## src/rtl/vpp_pkg.sv

```systemverilog
package vpp_pkg;

  // Field widths
  localparam int unsigned CmdW     = 2;
  localparam int unsigned WordW    = 32;
  localparam int unsigned TimeoutW = 16;
  localparam int unsigned MaskW    = 16;
  localparam int unsigned CountW   = 4;
  localparam int unsigned PeriodW  = 10;
  localparam int unsigned StepsW   = 17;

  // Pattern word layout
  localparam int unsigned CountLsb  = 26;
  localparam int unsigned PeriodLsb = 16;

  // Stream payload widths (padded to whole bytes)
  localparam int unsigned InDataW  = 56;
  localparam int unsigned OutDataW = 8;

  // Command codes carried in tuser
  typedef enum logic [CmdW-1:0] {
    CMD_START = 2'd0,
    CMD_STOP  = 2'd1,
    CMD_TICK  = 2'd2
  } cmd_e;

  typedef enum logic [2:0] {
    ST_IDLE,
    ST_EXEC,
    ST_DIV,
    ST_FIN,
    ST_EMIT
  } state_e;

  // Controller to datapath
  typedef struct packed {
    logic capture_in;  // register the accepted input transaction
    logic apply;       // execute stop, tick or a start that needs no division
    logic div_init;    // latch pattern and seed the divider
    logic div_step;    // one restoring-division iteration
    logic finish;      // load step budget and play the first step
    logic load_out;    // capture motor and busy into the output register
  } dp_cmd_t;

  // Datapath to controller
  typedef struct packed {
    logic start_go;     // start command that is allowed to run
    logic period_zero;  // latched step length is zero
    logic div_last;     // final division iteration this cycle
  } dp_sts_t;

endpackage

```

## src/rtl/vpp_ctrl.sv

```systemverilog
module vpp_ctrl (
  input  logic              clk_i,
  input  logic              rst_ni,
  input  logic              in_valid_i,
  output logic              in_ready_o,
  output logic              out_valid_o,
  input  logic              out_ready_i,
  input  vpp_pkg::dp_sts_t  sts_i,
  output vpp_pkg::dp_cmd_t  cmd_o
);
  import vpp_pkg::*;

  state_e state_q, state_d;
  logic   out_valid_q, out_valid_d;

  always_ff @(posedge clk_i or negedge rst_ni) begin
    if (!rst_ni) begin
      state_q     <= ST_IDLE;
      out_valid_q <= 1'b0;
    end else begin
      state_q     <= state_d;
      out_valid_q <= out_valid_d;
    end
  end

  always_comb begin
    state_d     = state_q;
    cmd_o       = '0;
    in_ready_o  = 1'b0;
    out_valid_d = out_valid_q;
    if (out_valid_q && out_ready_i) begin
      out_valid_d = 1'b0;
    end
    unique case (state_q)
      ST_IDLE: begin
        in_ready_o = 1'b1;
        if (in_valid_i) begin
          cmd_o.capture_in = 1'b1;
          state_d          = ST_EXEC;
        end
      end
      ST_EXEC: begin
        if (sts_i.start_go && !sts_i.period_zero) begin
          cmd_o.div_init = 1'b1;
          state_d        = ST_DIV;
        end else begin
          cmd_o.apply = 1'b1;
          state_d     = ST_EMIT;
        end
      end
      ST_DIV: begin
        cmd_o.div_step = 1'b1;
        if (sts_i.div_last) begin
          state_d = ST_FIN;
        end
      end
      ST_FIN: begin
        cmd_o.finish = 1'b1;
        state_d      = ST_EMIT;
      end
      ST_EMIT: begin
        // hold until the output slot is free or draining
        if (!out_valid_q || out_ready_i) begin
          cmd_o.load_out = 1'b1;
          out_valid_d    = 1'b1;
          state_d        = ST_IDLE;
        end
      end
      default: begin
        state_d = ST_IDLE;
      end
    endcase
  end

  assign out_valid_o = out_valid_q;

endmodule

```

## src/rtl/vpp_datapath.sv

```systemverilog
module vpp_datapath (
  input  logic                          clk_i,
  input  logic                          rst_ni,
  input  logic [vpp_pkg::CmdW-1:0]      cmd_code_i,
  input  logic [vpp_pkg::WordW-1:0]     pattern_word_i,
  input  logic [vpp_pkg::TimeoutW-1:0]  timeout_ms_i,
  input  logic                          force_req_i,
  input  logic                          in_silent_hours_i,
  input  vpp_pkg::dp_cmd_t              cmd_i,
  output vpp_pkg::dp_sts_t              sts_o,
  output logic                          motor_on_o,
  output logic                          busy_res_o
);
  import vpp_pkg::*;

  // Captured input transaction
  logic [CmdW-1:0]     code_q;
  logic [WordW-1:0]    word_q;
  logic [TimeoutW-1:0] timeout_q;
  logic                force_q;
  logic                silent_q;

  // Player state
  logic [MaskW-1:0]   mask_q;
  logic [CountW-1:0]  count_code_q;
  logic [PeriodW-1:0] period_q;
  logic [PeriodW-1:0] ms_q;
  logic [CountW-1:0]  idx_q;
  logic [StepsW-1:0]  left_q;
  logic               run_q;
  logic               motor_q;

  // Divider
  logic [PeriodW-1:0]  rem_q;
  logic [TimeoutW-1:0] quo_q;
  logic [CountW-1:0]   div_cnt_q;

  // Output register payload
  logic out_motor_q;
  logic out_busy_q;

  logic [MaskW-1:0]   word_mask;
  logic [CountW-1:0]  word_count;
  logic [PeriodW-1:0] word_period;

  logic [PeriodW:0]   div_shift;
  logic [PeriodW+1:0] div_diff;
  logic               div_ge;

  logic [StepsW-1:0]  ceil_val;
  logic [StepsW-1:0]  step_src;
  logic [StepsW-1:0]  step_left;
  logic               step_run;
  logic               step_motor;
  logic [CountW-1:0]  step_idx;
  logic [CountW:0]    idx_inc;
  logic [CountW:0]    count_eff;

  logic [PeriodW-1:0] ms_inc;

  assign word_mask   = word_q[MaskW-1:0];
  assign word_count  = word_q[CountLsb +: CountW];
  assign word_period = word_q[PeriodLsb +: PeriodW];

  assign sts_o.start_go    = (code_q == CMD_START) && (force_q || !silent_q);
  assign sts_o.period_zero = (word_period == '0);
  assign sts_o.div_last    = (div_cnt_q == {CountW{1'b1}});

  // Restoring division: one quotient bit per cycle
  assign div_shift = {rem_q, quo_q[TimeoutW-1]};
  assign div_diff  = {1'b0, div_shift} - {2'b00, period_q};
  assign div_ge    = !div_diff[PeriodW+1];

  assign ceil_val = {1'b0, quo_q} + {{(StepsW-1){1'b0}}, (rem_q != '0)};

  // One pattern step on the selected budget
  always_comb begin
    step_src   = cmd_i.finish ? ceil_val : left_q;
    idx_inc    = {1'b0, idx_q} + {{CountW{1'b0}}, 1'b1};
    count_eff  = (count_code_q == '0) ? {1'b1, {CountW{1'b0}}} : {1'b0, count_code_q};
    if (step_src <= {{(StepsW-1){1'b0}}, 1'b1}) begin
      step_left  = '0;
      step_run   = 1'b0;
      step_motor = 1'b0;
      step_idx   = idx_q;
    end else begin
      step_left  = step_src - {{(StepsW-1){1'b0}}, 1'b1};
      step_run   = 1'b1;
      step_motor = mask_q[CountW'(MaskW-1) - idx_q];
      step_idx   = (idx_inc >= count_eff) ? '0 : idx_inc[CountW-1:0];
    end
  end

  assign ms_inc = ms_q + {{(PeriodW-1){1'b0}}, 1'b1};

  always_ff @(posedge clk_i) begin
    if (cmd_i.capture_in) begin
      code_q    <= cmd_code_i;
      word_q    <= pattern_word_i;
      timeout_q <= timeout_ms_i;
      force_q   <= force_req_i;
      silent_q  <= in_silent_hours_i;
    end
    if (cmd_i.div_init) begin
      rem_q <= '0;
      quo_q <= timeout_q;
    end else if (cmd_i.div_step) begin
      rem_q <= div_ge ? div_diff[PeriodW-1:0] : div_shift[PeriodW-1:0];
      quo_q <= {quo_q[TimeoutW-2:0], div_ge};
    end
    if (cmd_i.load_out) begin
      out_motor_q <= motor_q;
      out_busy_q  <= run_q;
    end
  end

  always_ff @(posedge clk_i or negedge rst_ni) begin
    if (!rst_ni) begin
      mask_q       <= '0;
      count_code_q <= '0;
      period_q     <= '0;
      ms_q         <= '0;
      idx_q        <= '0;
      left_q       <= '0;
      run_q        <= 1'b0;
      motor_q      <= 1'b0;
      div_cnt_q    <= '0;
    end else begin
      if (cmd_i.div_init) begin
        mask_q       <= word_mask;
        count_code_q <= word_count;
        period_q     <= word_period;
        idx_q        <= '0;
        ms_q         <= '0;
        div_cnt_q    <= '0;
      end
      if (cmd_i.div_step) begin
        div_cnt_q <= div_cnt_q + {{(CountW-1){1'b0}}, 1'b1};
      end
      if (cmd_i.finish) begin
        left_q  <= step_left;
        run_q   <= step_run;
        motor_q <= step_motor;
        idx_q   <= step_idx;
      end
      if (cmd_i.apply) begin
        case (code_q)
          CMD_START: begin
            // zero step length: latch the pattern and stop
            if (sts_o.start_go) begin
              mask_q       <= word_mask;
              count_code_q <= word_count;
              period_q     <= word_period;
              idx_q        <= '0;
              ms_q         <= '0;
              run_q        <= 1'b0;
              motor_q      <= 1'b0;
            end
          end
          CMD_STOP: begin
            run_q   <= 1'b0;
            motor_q <= 1'b0;
          end
          CMD_TICK: begin
            if (run_q) begin
              if (ms_inc >= period_q) begin
                ms_q    <= '0;
                left_q  <= step_left;
                run_q   <= step_run;
                motor_q <= step_motor;
                idx_q   <= step_idx;
              end else begin
                ms_q <= ms_inc;
              end
            end
          end
          default: begin
          end
        endcase
      end
    end
  end

  assign motor_on_o = out_motor_q;
  assign busy_res_o = out_busy_q;

endmodule

```

## src/rtl/vibration_pattern_player_core.sv

```systemverilog
// Channel   Dir  tdata (low bit up)                                     tuser
// s_axis    in   pattern_word[31:0] timeout_ms[47:32] force_req[48]     command[1:0]
//                in_silent_hours[49], zero pad [55:50]
// m_axis    out  motor_on[0] busy_res[1], zero pad [7:2]                -
//
// One transaction in, one result out, one item at a time.
// Stop, tick and ignored commands pass from capture through execute to the result register.
// A start with nonzero step length is decoded, then the divider forms ceil(timeout/length)
// one quotient bit at a time, then the first step is played and the result is loaded.
// The result register lets the next input be accepted while a result waits; a stalled
// result holds the next one back. Reset (rst_ni low, asynchronous) stops the motor.
module vibration_pattern_player_core (
  input  logic                          clk_i,
  input  logic                          rst_ni,
  input  logic                          s_axis_tvalid_i,
  output logic                          s_axis_tready_o,
  // pattern_word, timeout_ms, force_req, in_silent_hours
  input  logic [vpp_pkg::InDataW-1:0]   s_axis_tdata_i,
  // command
  input  logic [vpp_pkg::CmdW-1:0]      s_axis_tuser_i,
  output logic                          m_axis_tvalid_o,
  input  logic                          m_axis_tready_i,
  // motor_on, busy_res
  output logic [vpp_pkg::OutDataW-1:0]  m_axis_tdata_o
);
  import vpp_pkg::*;

  dp_cmd_t dp_cmd;
  dp_sts_t dp_sts;
  logic    motor_on;
  logic    busy_res;

  // Sequence each transaction through capture, execute or divide and step, and emit
  vpp_ctrl u_ctrl (
    .clk_i       (clk_i),
    .rst_ni      (rst_ni),
    .in_valid_i  (s_axis_tvalid_i),
    .in_ready_o  (s_axis_tready_o),
    .out_valid_o (m_axis_tvalid_o),
    .out_ready_i (m_axis_tready_i),
    .sts_i       (dp_sts),
    .cmd_o       (dp_cmd)
  );

  // Pattern state, divider and result register
  vpp_datapath u_datapath (
    .clk_i             (clk_i),
    .rst_ni            (rst_ni),
    .cmd_code_i        (s_axis_tuser_i),
    .pattern_word_i    (s_axis_tdata_i[WordW-1:0]),
    .timeout_ms_i      (s_axis_tdata_i[WordW +: TimeoutW]),
    .force_req_i       (s_axis_tdata_i[WordW+TimeoutW]),
    .in_silent_hours_i (s_axis_tdata_i[WordW+TimeoutW+1]),
    .cmd_i             (dp_cmd),
    .sts_o             (dp_sts),
    .motor_on_o        (motor_on),
    .busy_res_o        (busy_res)
  );

  assign m_axis_tdata_o = {{(OutDataW-2){1'b0}}, busy_res, motor_on};

`ifndef SYNTHESIS
  // Motor may only run while a pattern plays
  a_motor_implies_busy: assert property (@(posedge clk_i) disable iff (!rst_ni)
    m_axis_tvalid_o |-> (!m_axis_tdata_o[0] || m_axis_tdata_o[1]))
    else $error("motor on while player idle");

  // One item in flight: no accept right after an accept
  a_one_in_flight: assert property (@(posedge clk_i) disable iff (!rst_ni)
    (s_axis_tvalid_i && s_axis_tready_o) |=> !s_axis_tready_o)
    else $error("input accepted while an item is in flight");

  // Divider runs only for a start with nonzero step length
  a_div_needs_period: assert property (@(posedge clk_i) disable iff (!rst_ni)
    dp_cmd.div_init |-> (dp_sts.start_go && !dp_sts.period_zero))
    else $error("division started without a valid step length");
`endif

endmodule
```

## config.mk

```make
export PLATFORM = sky130hd
export DESIGN_NAME = vibration_pattern_player_core
export DESIGN_NICKNAME = d
export VERILOG_FILES = /design/src/rtl/vpp_pkg.sv /design/src/rtl/vpp_ctrl.sv /design/src/rtl/vpp_datapath.sv /design/src/rtl/vibration_pattern_player_core.sv
export SDC_FILE = /design/constraint.sdc
export NUM_CORES = 1
export LEC_CHECK = 0
export ABC_AREA = 0
export BUFFER_PORTS_ARGS = -buffer_cell sky130_fd_sc_hd__buf_4
export CORE_MARGIN = 2
export CORE_UTILIZATION = 35
export DETAILED_ROUTE_END_ITERATION = 8
export GPL_TIMING_DRIVEN = 0
export PLACE_DENSITY = 0.53
export SETUP_SLACK_MARGIN = 0.3
export SKIP_LAST_GASP = 1
export SYNTH_ARGS = -nofsm -noshare
export SYNTH_HDL_FRONTEND = slang
export SYNTH_SLANG_ARGS = --single-unit
export TNS_END_PERCENT = 20
```

## constraint.sdc

```tcl
create_clock -name clk_i -period 5.1 [get_ports clk_i]
set_clock_uncertainty 0.15 [all_clocks]
set_input_delay 0.765 -clock clk_i [delete_from_list [all_inputs] [get_ports clk_i]]
set_output_delay 0.765 -clock clk_i [all_outputs]
set_load 0.01 [all_outputs]
```

==> impl_results.md <==
* Status: complete, no violations
* Post-cts sizing count at 0
* Diodes inserted at 0
* R2R depth at 14
* Drt wl/cell at 16.4 um
* Worst Hold Depth at 0
* Pwr/cell area at 549 nW/um^2
* Critical Path RT at 5280 ps
* Clk pwr share at 0.230
* Non-Filler Instances at 1078
* Post-synth ARST share at 0.477
* Largest net degree at the start of global routing at 72
* DR pass1 iterations at 4
* Design area at 9300 um^2
* Comb pwr share at 0.393
* Sequential Area at 4020 um^2
* Critical path arrival at 4390 ps
* Clock Latency Late Sink at 420 ps
* Relative slew slack at 0.376
* Fin Setup TNS at 0 ps
* Most common cell after layout, fill and taps aside: dfrtp_1
* Part of the cycle the worst path needs at 0.825
* Kind of critical path: flip-flop to flip-flop
* Placer Congestion at 0.844
* Max incr delay on CP at 500 ps
* Final Setup Violations at 0
* Final Slew Violations at 0
* DRT Wirelength at 17700 um
* Critical Path Source: u_datapath.ms_q[2]$_DFF_PN0_
* Hold endpoint: u_datapath.motor_on_o$_DFFE_PP_
* Die height at 154 um
* Min Tclk post-route at 4210 ps
* Clock Tree Root: clkbuf_16
* R2r setup slk at 890 ps
* Crit start category: flip-flop
* Slew @ Worst Pin at 936 ps
* Fmax at 238 MHz
* Total GRT Usage at 0.154
* Post-synth EDFFs at 68
* Setup Buffers After CTS at 0
* Share of cells above drive strength 1 at 0.238
* Net switching power at 1850 uW
* Area growth from synthesis to layout at 17.8%
* Placed Instances at 1046
* Die X at 154 um
* Initial core utilization at 0.360
* Slowest-stage cell, CP: clkbuf_1
* Critical R2R Launch: u_datapath.ms_q[2]$_DFF_PN0_
* Vias in the first global route at 5758
* Row count at 54
* Sw frac at 0.363
* Depth of the CTS H-tree at 4
* Crit-path most repeated cell: and3_1
* Num CTS Buffers at 17
* Hold Crit Start: u_datapath.motor_q$_DFF_PN0_
* Cts hold-fix bufs at 0
* TritonCTS clock tree: yes
* Sink Count at 149
* Fill cell count at 2052
* Internal power at 3250 uW
* Maximum VDD drop at 0.235 mV
* Clock-pin slew on the worst setup and hold paths at 60 ps
* Post-route ant nets at 0
* GRT overflow at 0
* DRT iter0 DRCs at 296
* Vias/cell at 5.21
* Setup crit end kind: flip-flop
* Leak pwr at 0.00381 uW
* Cells after Synth at 702
* Number of buffers added on ports at 57
* Cell Chain, Critical Path: and3_1 > and3_1 > and3_1 > xor2_1 > ha_1 > a2111oi_0 > o21ai_0 > o21bai_1 > nand4_1 > and2_1 > clkbuf_1 > clkbuf_1 > nand2_1 > o31ai_2
* Yosys cell types at 79
* Global-route wire length before repair at 29000 um
* NumNets Final at 880
* Final hold viol count at 0
* Post-synthesis register bit count at 149
* Reg power frac at 0.378
* Die Area at 23800 um^2
* Post-DP HPWL at 13000 um
* Seq/Total Area, Yosys at 0.509
* CP Max Fanout at 10
* DP Area at 8760 um^2
* FF-to-FF End: u_datapath.left_q[4]$_DFF_PN0_
* YS warnings at 0
* Clock buffer depth at 2
* Vias at 5617
* Core footprint at 22000 um^2
* Main synth FF type: dfrtp_1
* Most frequent cells in the layout: dfrtp_1 (71), buf_4 (70), edfxtp_1 (68)
* RSZ-0062 raised after global routing: no
* Post-Syn Area per Cell at 11.2 um^2
* Synthesized cell area at 7900 um^2
* Initial antenna violation count at 0
* Remaining DRCs at 0
* I/O pin cnt at 72
* Multi-input logic area at 3590 um^2
* Hold Crit Class: flip-flop to flip-flop
* Max-cap violation count at 0
area by class of cell:
| class | instances | area share |
|---|---|---|
| buffer | 38 | 0.0222 |
| timing repair buffer | 59 | 0.0519 |
| tap | 280 | 0.0377 |
| inverter | 29 | 0.0117 |
| multi-input combinational | 491 | 0.386 |
| clock inverter | 11 | 0.0112 |
| clock buffer | 21 | 0.0473 |
| sequential | 149 | 0.432 |
worst max-delay path by stage:
stage	endpoint	cells past startpoint
after global routing	u_datapath.left_q[3]$_DFF_PN0_	14
after detailed placement	u_datapath.left_q[4]$_DFF_PN0_	14
final	u_datapath.left_q[4]$_DFF_PN0_	14
after global placement	u_datapath.word_q[3]$_DFFE_PP_	3
after floorplan	u_datapath.code_q[0]$_DFFE_PP_	2
after CTS	u_datapath.left_q[4]$_DFF_PN0_	14
per-stage QoR:
stage,util,power [uW],hold slack [ps],setup WS [ps]
after global routing,0.424,5490,318,521
final,0.424,5110,309,892
after CTS,0.424,5150,304,913
after detailed placement,0.399,3960,289,949
after floorplan,-,3380,275,1730
after global placement,0.396,3860,289,507
per-layer routing:
layer | share of wire | track usage | vias up
met3 | 0.038 | 0.0294 | 22
met4 | 0.016 | 0.0525 | 0
li1 | - | - | 2732
met5 | 0 | 0 | -
met2 | 0.49 | 0.256 | 109
met1 | 0.46 | 0.203 | 2754
worst max-delay path: cells and delay by family, from the launching register on:
kind                       cells  cell delay [ps]
AOI/OAI and AO/OA              4              920
and+or+nand+nor                6             1430
adders and majority gates      1              260
buffers and inverters          2              720
xor gates and xnor gates       1              170
DFF                            1              450
kinds of logic (layout without fill, tap and decap cells):
| kind of cell | after synthesis | in the layout | synth area share |
|---|---|---|---|
| flip-flops | 149 | 149 | 0.509 |
| buffers and inverters | 67 | 158 | 0.0399 |
| XOR/XNOR | 35 | 35 | 0.0388 |
| multiplexers | 60 | 60 | 0.0911 |
| adder cells (fa/ha/maj) | 33 | 33 | 0.0532 |
| AO/OA/AOI/OAI | 128 | 128 | 0.113 |
| other | 1 | 6 | 0.000475 |
| AND/OR/NAND/NOR | 229 | 229 | 0.154 |
power groups by stage:
stage	sequential [uW]	combinational, uW	clock (uW)
3_5_place_dp	1950	2010	0
4_1_cts	1930	2020	1200
5_1_grt	1980	2250	1260
6_report	1930	2010	1170
3_3_place_gp	1950	1910	0
2_1_floorplan	1860	1520	0
cell usage after synthesis (4+ instances only):
cell type	instances	share of area
a22o_1	5	0.0055
mux4_2	5	0.014
nand2b_1	11	0.0087
dfxtp_1	10	0.025
a31oi_1	5	0.0040
nand4_1	9	0.0071
dfrtp_1	71	0.23
ha_1	32	0.051
nand3_1	29	0.018
a21oi_1	19	0.012
nor4_1	6	0.0048
and2_1	7	0.0055
o31ai_2	6	0.0095
nor2_1	38	0.018
o31ai_1	5	0.0048
o21ai_0	43	0.027
inv_1	29	0.014
mux2_2	45	0.064
xor2_1	14	0.016
mux2i_1	10	0.013
buf_4	13	0.012
nand2_1	63	0.030
or3_1	5	0.0040
nor3_1	14	0.0089
or4_1	5	0.0048
edfxtp_1	68	0.26
xnor2_1	21	0.023
and3_1	9	0.0071
nor2b_1	10	0.0079
a31o_2	6	0.0067
buf_2	5	0.0032
clkbuf_1	17	0.0081
o211ai_1	4	0.0038
No activity file was read; power rests on OpenSTA's default activity.
